`config.mk`:
```
export PLATFORM = sky130hd
export DESIGN_NAME = websocket_frame_deframer_flat
export DESIGN_NICKNAME = d
export VERILOG_FILES = /design/src/hw/rtl/wsd_pkg.sv /design/src/hw/rtl/wsd_rx_if.sv /design/src/hw/rtl/wsd_res_if.sv /design/src/hw/rtl/websocket_frame_deframer.sv /design/src/flat_wrapper.sv
export VERILOG_INCLUDE_DIRS = /design/src /design/src/hw/rtl
export SDC_FILE = /design/constraint.sdc
export NUM_CORES = 1
export LEC_CHECK = 0
export BUFFER_PORTS_ARGS = -buffer_cell sky130_fd_sc_hd__clkbuf_2
export CAP_MARGIN = 20
export CORE_MARGIN = 5
export CORE_UTILIZATION = 30
export DETAILED_ROUTE_END_ITERATION = 10
export PLACE_DENSITY = 0.55
export SLEW_MARGIN = 40
export SYNTH_ARGS = -nofsm -noshare
export SYNTH_HDL_FRONTEND = slang
export SYNTH_SLANG_ARGS = --single-unit
```
`constraint.sdc`:
```
create_clock -name clk -period 5.8 [get_ports clk]
set_input_delay 0 -clock clk [delete_from_list [all_inputs] [get_ports clk]]
set_output_delay 0 -clock clk [all_outputs]
set_load 0.02 [all_outputs]
```
`src/hw/rtl/assert_macros.svh`:
```
// Assertion helpers, sampled on clk and disabled while arst_n is low.
`ifndef ASSERT_MACROS_SVH
`define ASSERT_MACROS_SVH

// Same-cycle implication.
`define ASSERT_IMPLIES(lbl, ante, cons) \
	lbl: assert property (@(posedge clk) disable iff (!arst_n) (ante) |-> (cons)) \
		else $error("assertion failed: same-cycle implication");

// Next-cycle implication.
`define ASSERT_NEXT(lbl, ante, cons) \
	lbl: assert property (@(posedge clk) disable iff (!arst_n) (ante) |=> (cons)) \
		else $error("assertion failed: next-cycle implication");

`endif

```
`src/hw/rtl/wsd_pkg.sv`:
```
package wsd_pkg;

	typedef enum logic [2:0] {
		KIND_BYTE       = 3'd0,
		KIND_EMPTY      = 3'd1,
		KIND_PONG       = 3'd2,
		KIND_EMPTY_PONG = 3'd3,
		KIND_CLOSE      = 3'd4,
		KIND_ERROR      = 3'd5
	} kind_t;

	typedef enum logic [2:0] {
		ERR_NONE        = 3'd0,
		ERR_LEN64       = 3'd1,
		ERR_CTRL_LONG   = 3'd2,
		ERR_FRAME_LEN   = 3'd3,
		ERR_PREFIX      = 3'd4,
		ERR_BODY_LARGE  = 3'd5
	} err_t;

	localparam logic [3:0] OPC_CLOSE = 4'd8;
	localparam logic [3:0] OPC_PING  = 4'd9;
	localparam logic [3:0] OPC_PONG  = 4'd10;

	localparam logic [6:0] LEN_FORM_16 = 7'd126;
	localparam logic [6:0] LEN_FORM_64 = 7'd127;
	localparam logic [31:0] CTRL_MAX_LEN = 32'd125;
	localparam logic [30:0] MAX_MSG_RESET = 31'd1048576;

endpackage

```
`src/hw/rtl/wsd_rx_if.sv`:
```
interface wsd_rx_if;
	logic       valid;
	logic       ready;
	logic [7:0] rx_byte;

	modport source (output valid, output rx_byte, input ready);
	modport sink   (input valid, input rx_byte, output ready);
endinterface

```
`src/hw/rtl/wsd_res_if.sv`:
```
interface wsd_res_if;
	logic          valid;
	logic          ready;
	wsd_pkg::kind_t kind;
	logic [7:0]    out_byte;
	logic          last;
	wsd_pkg::err_t error_code;

	modport source (output valid, output kind, output out_byte, output last,
		output error_code, input ready);
	modport sink   (input valid, input kind, input out_byte, input last,
		input error_code, output ready);
endinterface

```
`src/hw/rtl/websocket_frame_deframer.sv`:
```
// channel | direction | payload
// rx      | in        | rx_byte[7:0]
// res     | out       | kind[2:0], out_byte[7:0], last, error_code[2:0]
// cfg     | in        | cfg_wdata[30:0] (max_message_bytes), written on cfg_we
//
// One byte per cycle while the result is not stalled: a byte is held in the input
// register, then the header/unmask logic writes the result register.
// Reset clears the parser to the first header byte, max_message_bytes to 1048576.
// A stalled result holds the input register; rx.ready drops only then.
// After an error or a close frame, bytes are taken and dropped until reset.
`include "assert_macros.svh"

module websocket_frame_deframer (
	input  logic        clk,
	input  logic        arst_n,
	wsd_rx_if.sink      rx,
	wsd_res_if.source   res,
	input  logic        cfg_we,
	input  logic [30:0] cfg_wdata
);
	import wsd_pkg::*;

	typedef enum logic [2:0] {
		PH_HDR0 = 3'd0,
		PH_HDR1 = 3'd1,
		PH_HDRX = 3'd2,
		PH_CTRL = 3'd3,
		PH_BODY = 3'd4,
		PH_HALT = 3'd5
	} phase_t;

	logic        v_s1;
	logic [7:0]  byte_s1;
	logic        out_free, advance;

	logic [30:0] max_q;
	phase_t      phase_q, n_phase;
	logic [3:0]  hc_q, n_hc;
	logic [3:0]  op_q, n_op;
	logic        masked_q, n_masked;
	logic [6:0]  lf_q, n_lf;
	logic [31:0] pl_q, n_pl;
	logic [31:0] idx_q, n_idx;
	logic [31:0] key_q, n_key;
	logic [31:0] bl_q, n_bl;

	logic        res_valid_q;
	kind_t       res_kind_q;
	logic [7:0]  res_byte_q;
	logic        res_last_q;
	err_t        res_code_q;

	logic        emit, fin;
	kind_t       e_kind;
	logic [7:0]  e_byte;
	logic        e_last;
	err_t        e_code;
	logic [7:0]  key_byte, d;
	logic [3:0]  ext, need;
	logic [31:0] nb, rel, max32;

	assign out_free = !res_valid_q || res.ready;
	assign advance  = v_s1 && out_free;
	assign rx.ready = !v_s1 || out_free;

	assign res.valid      = res_valid_q;
	assign res.kind       = res_kind_q;
	assign res.out_byte   = res_byte_q;
	assign res.last       = res_last_q;
	assign res.error_code = res_code_q;

	assign max32 = {1'b0, max_q};

	always_comb begin
		case (idx_q[1:0])
			2'd0: key_byte = key_q[31:24];
			2'd1: key_byte = key_q[23:16];
			2'd2: key_byte = key_q[15:8];
			default: key_byte = key_q[7:0];
		endcase
		d = masked_q ? (byte_s1 ^ key_byte) : byte_s1;
		if (lf_q == LEN_FORM_16) begin
			ext = 4'd2;
		end else if (lf_q == LEN_FORM_64) begin
			ext = 4'd8;
		end else begin
			ext = 4'd0;
		end
		need = ext + (masked_q ? 4'd4 : 4'd0);
		nb   = {bl_q[23:0], d};
		rel  = idx_q - 32'd4;

		n_phase  = phase_q;
		n_hc     = hc_q;
		n_op     = op_q;
		n_masked = masked_q;
		n_lf     = lf_q;
		n_pl     = pl_q;
		n_idx    = idx_q;
		n_key    = key_q;
		n_bl     = bl_q;
		emit     = 1'b0;
		fin      = 1'b0;
		e_kind   = KIND_BYTE;
		e_byte   = 8'd0;
		e_last   = 1'b0;
		e_code   = ERR_NONE;

		case (phase_q)
			PH_HDR0: begin
				n_op    = byte_s1[3:0];
				n_phase = PH_HDR1;
			end
			PH_HDR1: begin
				n_masked = byte_s1[7];
				n_lf     = byte_s1[6:0];
				n_pl     = (byte_s1[6:0] < LEN_FORM_16) ? {25'd0, byte_s1[6:0]} : 32'd0;
				n_hc     = 4'd0;
				n_bl     = 32'd0;
				n_phase  = PH_HDRX;
				fin      = (byte_s1[6:0] < LEN_FORM_16) && !byte_s1[7];
			end
			PH_HDRX: begin
				if (hc_q < ext) begin
					if (lf_q == LEN_FORM_64 && hc_q < 4'd4) begin
						n_bl = bl_q | {24'd0, byte_s1};
					end else begin
						n_pl = {pl_q[23:0], byte_s1};
					end
				end else begin
					n_key = {key_q[23:0], byte_s1};
				end
				n_hc = hc_q + 4'd1;
				fin  = (n_hc >= need);
			end
			PH_CTRL: begin
				n_idx = idx_q + 32'd1;
				if (op_q == OPC_PING) begin
					emit   = 1'b1;
					e_kind = KIND_PONG;
					e_byte = d;
					e_last = (n_idx >= pl_q);
				end
				if (n_idx >= pl_q) begin
					n_phase = PH_HDR0;
				end
			end
			PH_BODY: begin
				n_idx = idx_q + 32'd1;
				if (n_idx >= pl_q) begin
					n_phase = PH_HDR0;
				end
				if (idx_q < 32'd4) begin
					n_bl = nb;
					if (idx_q == 32'd3) begin
						if (nb > pl_q - 32'd4) begin
							n_phase = PH_HALT;
							emit    = 1'b1;
							e_kind  = KIND_ERROR;
							e_code  = ERR_PREFIX;
						end else if (nb > max32) begin
							n_phase = PH_HALT;
							emit    = 1'b1;
							e_kind  = KIND_ERROR;
							e_code  = ERR_BODY_LARGE;
						end else if (nb == 32'd0) begin
							emit   = 1'b1;
							e_kind = KIND_EMPTY;
							e_last = 1'b1;
						end
					end
				end else if (rel < bl_q) begin
					emit   = 1'b1;
					e_kind = KIND_BYTE;
					e_byte = d;
					e_last = (rel == bl_q - 32'd1);
				end
			end
			default: begin
			end
		endcase

		if (fin) begin
			if (n_lf == LEN_FORM_64 && n_bl != 32'd0) begin
				n_phase = PH_HALT;
				emit    = 1'b1;
				e_kind  = KIND_ERROR;
				e_code  = ERR_LEN64;
			end else if (n_op == OPC_CLOSE) begin
				n_phase = PH_HALT;
				emit    = 1'b1;
				e_kind  = KIND_CLOSE;
			end else begin
				n_idx = 32'd0;
				n_bl  = 32'd0;
				if (n_op == OPC_PING || n_op == OPC_PONG) begin
					if (n_pl > CTRL_MAX_LEN) begin
						n_phase = PH_HALT;
						emit    = 1'b1;
						e_kind  = KIND_ERROR;
						e_code  = ERR_CTRL_LONG;
					end else if (n_pl == 32'd0) begin
						n_phase = PH_HDR0;
						if (n_op == OPC_PING) begin
							emit   = 1'b1;
							e_kind = KIND_EMPTY_PONG;
							e_last = 1'b1;
						end
					end else begin
						n_phase = PH_CTRL;
					end
				end else if (n_pl < 32'd4 || n_pl - 32'd4 > max32) begin
					n_phase = PH_HALT;
					emit    = 1'b1;
					e_kind  = KIND_ERROR;
					e_code  = ERR_FRAME_LEN;
				end else begin
					n_phase = PH_BODY;
				end
			end
		end
	end

	always_ff @(posedge clk or negedge arst_n) begin
		if (!arst_n) begin
			v_s1        <= 1'b0;
			max_q       <= MAX_MSG_RESET;
			phase_q     <= PH_HDR0;
			hc_q        <= 4'd0;
			op_q        <= 4'd0;
			masked_q    <= 1'b0;
			lf_q        <= 7'd0;
			pl_q        <= 32'd0;
			idx_q       <= 32'd0;
			key_q       <= 32'd0;
			bl_q        <= 32'd0;
			res_valid_q <= 1'b0;
		end else begin
			if (rx.ready) begin
				v_s1 <= rx.valid;
			end
			if (cfg_we) begin
				max_q <= cfg_wdata;
			end
			if (advance) begin
				phase_q  <= n_phase;
				hc_q     <= n_hc;
				op_q     <= n_op;
				masked_q <= n_masked;
				lf_q     <= n_lf;
				pl_q     <= n_pl;
				idx_q    <= n_idx;
				key_q    <= n_key;
				bl_q     <= n_bl;
			end
			if (out_free) begin
				res_valid_q <= advance && emit;
			end
		end
	end

	always_ff @(posedge clk) begin
		if (rx.valid && rx.ready) begin
			byte_s1 <= rx.rx_byte;
		end
		if (advance && emit) begin
			res_kind_q <= e_kind;
			res_byte_q <= e_byte;
			res_last_q <= e_last;
			res_code_q <= e_code;
		end
	end

	`ASSERT_NEXT(halt_no_result, phase_q == PH_HALT && out_free, !res_valid_q)
	`ASSERT_IMPLIES(err_code_match, res_valid_q, (res_kind_q == KIND_ERROR) == (res_code_q != ERR_NONE))
	`ASSERT_IMPLIES(err_halts, res_valid_q && res_kind_q == KIND_ERROR, phase_q == PH_HALT)
	`ASSERT_IMPLIES(hdr_count_range, phase_q == PH_HDRX, hc_q < 4'd12)

endmodule

```
`src/flat_wrapper.sv`:
```
// flat-port wrapper written by rule: the top's interface ports become plain ports
module websocket_frame_deframer_flat import wsd_pkg::*;
  (clk, arst_n, cfg_we, cfg_wdata, rx_valid, rx_rx_byte, rx_ready, res_valid, res_kind, res_out_byte, res_last, res_error_code, res_ready);
  wsd_rx_if rx_i ();
  wsd_res_if res_i ();
  input  logic clk;
  input  logic arst_n;
  input  logic cfg_we;
  input  logic [30:0] cfg_wdata;
  input wire logic [$bits(rx_i.valid)-1:0] rx_valid;
  input wire logic [$bits(rx_i.rx_byte)-1:0] rx_rx_byte;
  output wire logic [$bits(rx_i.ready)-1:0] rx_ready;
  output wire logic [$bits(res_i.valid)-1:0] res_valid;
  output wire logic [$bits(res_i.kind)-1:0] res_kind;
  output wire logic [$bits(res_i.out_byte)-1:0] res_out_byte;
  output wire logic [$bits(res_i.last)-1:0] res_last;
  output wire logic [$bits(res_i.error_code)-1:0] res_error_code;
  input wire logic [$bits(res_i.ready)-1:0] res_ready;
  assign rx_i.valid = rx_valid;
  assign rx_i.rx_byte = rx_rx_byte;
  assign rx_ready = rx_i.ready;
  assign res_valid = res_i.valid;
  assign res_kind = res_i.kind;
  assign res_out_byte = res_i.out_byte;
  assign res_last = res_i.last;
  assign res_error_code = res_i.error_code;
  assign res_i.ready = res_ready;
  websocket_frame_deframer u_core (.clk(clk), .arst_n(arst_n), .rx(rx_i), .res(res_i), .cfg_we(cfg_we), .cfg_wdata(cfg_wdata));
endmodule
```
==> run summary <==
========================================================================================================
DIE WIDTH                                                                                         245 um
Global-route usage over all layers                                                                 19.0%
Site Rows                                                                                             86
Via density per instance                                                                            5.49
Highest Clock Rate                                                                             0.168 GHz
Proportion of synthesized flip-flops having asynchronous set or reset                              88.7%
Required arrival time at the worst endpoint                                                      6150 ps
Clk Latency, worst-skew pair                                                                      580 ps
Clock sinks                                                                                          203
Number of antenna violations at the first check in global routing                                      1
Worst R2R Start                                                                             u_core.lf_q[6]$_DFFE_PN0P_
Chip height                                                                                       245 um
Setup clock skew after layout                                                                    31.9 ps
Number of buffers on the longest clock path                                                            3
Number of buffers added on ports                                                                      60
Synth cell types                                                                                      97
Via count of the first global-routing pass                                                         15089
Total Wirelength                                                                                59100 um
Number of enable-type register cells in the synthesized netlist                                       23
Final cycle utilization of the critical path                                                        103%
Final Hold Viols                                                                                       0
Sort of element at the start of the critical path                                                   flop
Number of buffers added by the clock tree synthesis step                                              27
FF-to-FF End                                                                                u_core.res.out_byte[2]$_DFFE_PP_
Arrival time reported for the critical path endpoint                                             6310 ps
Critical Path Stages                                                                                  27
Worst r2r path cells                                                                                  27
Die footprint                                                                                 59900 um^2
Ports                                                                                                 61
Max-capacitance violation count                                                                        0
Final number of setup-violating endpoints                                                             18
Area growth, synth to finish                                                                       21.3%
Root Buffer                                                                                    clkbuf_16
Leakage                                                                                          9.05 nW
Reg-to-reg setup timing slack                                                                    -160 ps
Initial Util                                                                                       30.1%
Post-CTS clock slew at the launch and capture registers of the worst setup and hold paths          60 ps
Portion of the post-synthesis area used by sequential elements                                     31.4%
Timing endpoint of the critical path                                                        u_core.res.out_byte[2]$_DFFE_PP_
Initial detailed-routing violation count                                                            1223
Proportion of layout cells with a drive suffix above 1                                             16.5%
Final worst path period need                                                                     5960 ps
Detailed placement HPWL                                                                         45300 um
Most used flip-flop cell after synthesis                                                         dfrtp_1
Power per cell area                                                                          550 nW/um^2
Violations in the final reports                                                             negative setup slack
Final cell area excluding filler cells                                                        20100 um^2
First-pass GRT wire length                                                                      90000 um
Routed wirelength normalized by instance count                                                   21.3 um
Min-Delay Path Class                                                                           in -> reg
Netlist area before placement                                                                 16500 um^2
Maximum number of pins on one net before global-route repair                                          82
Setup repair after global routing missed its margin                                                  yes
Cell family contributing the most delay on the critical path                                simple AND/OR/NAND/NOR gates
Clock tree from TritonCTS                                                                          built
CP bufs+invs                                                                                           4
Slowest CP cell                                                                                    or4_4
First element of the critical path                                                          u_core.lf_q[6]$_DFFE_PN0P_
Warnings, synthesis                                                                                    0
Fill cell count                                                                                     5624
Relative slew slack                                                                                44.1%
Run status                                                                                  finished with violations
Actual transition at the worst max-transition pin                                                 835 ps
Synthesized netlist cell count                                                                      1880
Placed standard-cell area                                                                     18300 um^2
Routed vias                                                                                        15238
Area used by multi-input combinational logic                                                  10700 um^2
Number of synthesized register bits                                                                  203
Crit path max fanout                                                                                   5
Hold Path Cell Cnt                                                                                     4
Pre-antenna DRT Iters                                                                                  6
Worst Setup Path Type                                                                         reg -> reg
Number of routed nets with antenna violations                                                          0
Net Count, Synth                                                                                    2099
Nature of the critical path endpoint                                                                flop
Post-Synthesis Mean Instance Area                                                              8.80 um^2
Worst Min Path Start                                                                              cfg_we
Grt ovf                                                                                                0
Flip-flop and latch area                                                                       5200 um^2
Placeable core region                                                                         54900 um^2
Min setup slack post-route                                                                       -160 ps
Peak supply drop                                                                                0.241 mV
Number of max-slew violations in the final report                                                      0
Final-stage net count                                                                               2274
Last weighted congestion value of the routability-driven placer                                    0.924
Number of levels in the clock H-tree                                                                   1
Setup slack after placement                                                                      -444 ps
Peak per-stage delay on the critical path                                                         490 ps
# DRC                                                                                                  0
========================================================================================================
[placed cells by master (no fill, tap or decap), drive strengths merged, types with 11 or more instances in the layout]
master       synthesis  final
and3                20     20
or3                 15     15
o21ai              120    120
inv                129    130
nor2b               19     19
nor2               122    122
a211oi              27     27
buf                 24    140
nand2b              13     13
nor4                31     31
nand4               39     39
nor3                73     73
clkbuf              81    100
mux2                43     43
nand3               56     56
edfxtp              23     23
o31ai               17     17
dfrtp              179    179
a21oi               98     98
xor2                48     48
a21o                25     25
xnor2              119    119
a22o                72     72
or4                 11     11
ha                 175    175
nand2              142    142
dlygate4sd3          0     51
and4                12     12
[worst min-delay path, delay by kind of cell]
family	cells	cell delay, ps
buf+inv	2	340
compound gates	1	60
simple gates	1	100
[layer usage]
metal	wire (um)	GRT usage, %	vias to the layer above	part of all wire, %
li1	-	-	7211	-
met1	26600	25.7	7469	45
met2	27200	31.2	439	46
met3	2880	2.36	119	4.9
met4	2400	6.96	0	4.1
met5	0	0	-	0
[report_power, final]
group | internal (W) | switching, W
Combinational | 0.00317 | 0.00414
Clock | 0.00104 | 0.000679
Sequential | 0.00173 | 0.000273
Total | 0.00594 | 0.00510
[state kept, by name (all words and copies together), names as in the netlist, 3 cells and up]
signal,count
u_core.bl_q,32
u_core.byte_s1,8
u_core.hc_q,4
u_core.idx_q,32
u_core.key_q,32
u_core.lf_q,7
u_core.max_q,31
u_core.op_q,4
u_core.phase_q,3
u_core.pl_q,32
u_core.res.error_code,3
u_core.res.kind,3
u_core.res.out_byte,8
[synthesized netlist by cell type (4+ instances only)]
cell	n	area share (%)
dfrtp_1	179	27
ha_1	175	13
nand2_1	141	3.2
inv_1	129	2.9
nor2_1	121	2.7
xnor2_1	119	6.3
a21oi_1	98	3.0
o21ai_0	90	2.7
clkbuf_1	81	1.8
a22o_1	72	3.8
nor3_1	71	2.1
nand3_1	56	1.7
xor2_1	48	2.5
mux2_2	42	2.9
nand4_1	38	1.4
o21ai_1	29	0.88
a211oi_1	27	1.2
nor4_1	26	0.98
a21o_1	25	1.1
edfxtp_1	23	4.2
and3_1	20	0.76
nor2b_1	19	0.72
buf_2	16	0.48
o31ai_1	15	0.68
or3_1	15	0.57
nand2b_1	13	0.49
and4_1	12	0.64
or4_1	11	0.50
a211o_1	9	0.48
a22oi_1	9	0.41
o21a_1	8	0.36
o211ai_1	7	0.32
a2111oi_0	6	0.32
a222oi_1	6	0.36
and2_1	6	0.23
mux2i_1	6	0.36
buf_1	5	0.11
o2111ai_1	5	0.26
o22ai_1	5	0.19
a221oi_1	4	0.21
nor4_2	4	0.30
[how the worst min path moves through the flow]
stage	end
floorplan	u_core.bl_q[0]$_DFFE_PN0P_
global placement	u_core.lf_q[1]$_DFFE_PN0P_
detailed placement	u_core.lf_q[2]$_DFFE_PN0P_
CTS	u_core.max_q[27]$_DFFE_PN0P_
global route	u_core.max_q[30]$_DFFE_PN0P_
finish	u_core.max_q[27]$_DFFE_PN0P_
[repair_timing]
| action | 4_1_cts | 5_1_grt |
|---|---|---|
| hold buffers | 51 | 0 |
| hold endpoints to repair | 128 | 0 |
| gates resized for setup | 19 | 12 |
| setup buffers | 18 | 4 |
| cloned | 1 | 0 |
| pin swaps | 22 | 14 |
| endpoints found under the setup margin | 22 | 22 |
[area by class of cell]
| class | instances | area share [%] |
|---|---|---|
| clock buffer | 40 | 3.81 |
| tap | 704 | 4.39 |
| timing repair buffer | 251 | 9.61 |
| inverter | 131 | 2.45 |
| sequential | 203 | 25.9 |
| clock inverter | 7 | 0.636 |
| multi-input combinational | 1441 | 53.2 |
| antenna | 1 | 0.0125 |
[through the flow]
stage	hold slack, ps	total power [W]	setup TNS (ps)	utilization [%]	instances
CTS	0.450	0.0109	-3020	36.3	2772
floorplan	-296	0.00656	0	-	1880
finish	3.70	0.0110	-2460	36.5	2778
detailed placement	82.5	0.00882	-8050	33.3	2656
global route	53.0	0.0118	-9430	36.5	2778
global placement	76.2	0.00868	-5460	33.3	2656
[cell families (layout without fill, tap and decap cells)]
| family | Yosys count | in the layout | synth area share (%) |
|---|---|---|---|
| adder cells (fa/ha/maj) | 175 | 175 | 13.2 |
| other | 0 | 1 | 0 |
| multiplexers | 49 | 49 | 3.29 |
| AO/OA/AOI/OAI | 466 | 466 | 19.2 |
| AND/OR/NAND/NOR | 581 | 581 | 18.0 |
| XOR/XNOR | 170 | 170 | 9.25 |
| buffers and inverters | 236 | 429 | 5.57 |
| flip-flops | 203 | 203 | 31.4 |
(Power assumes the default switching activity.)
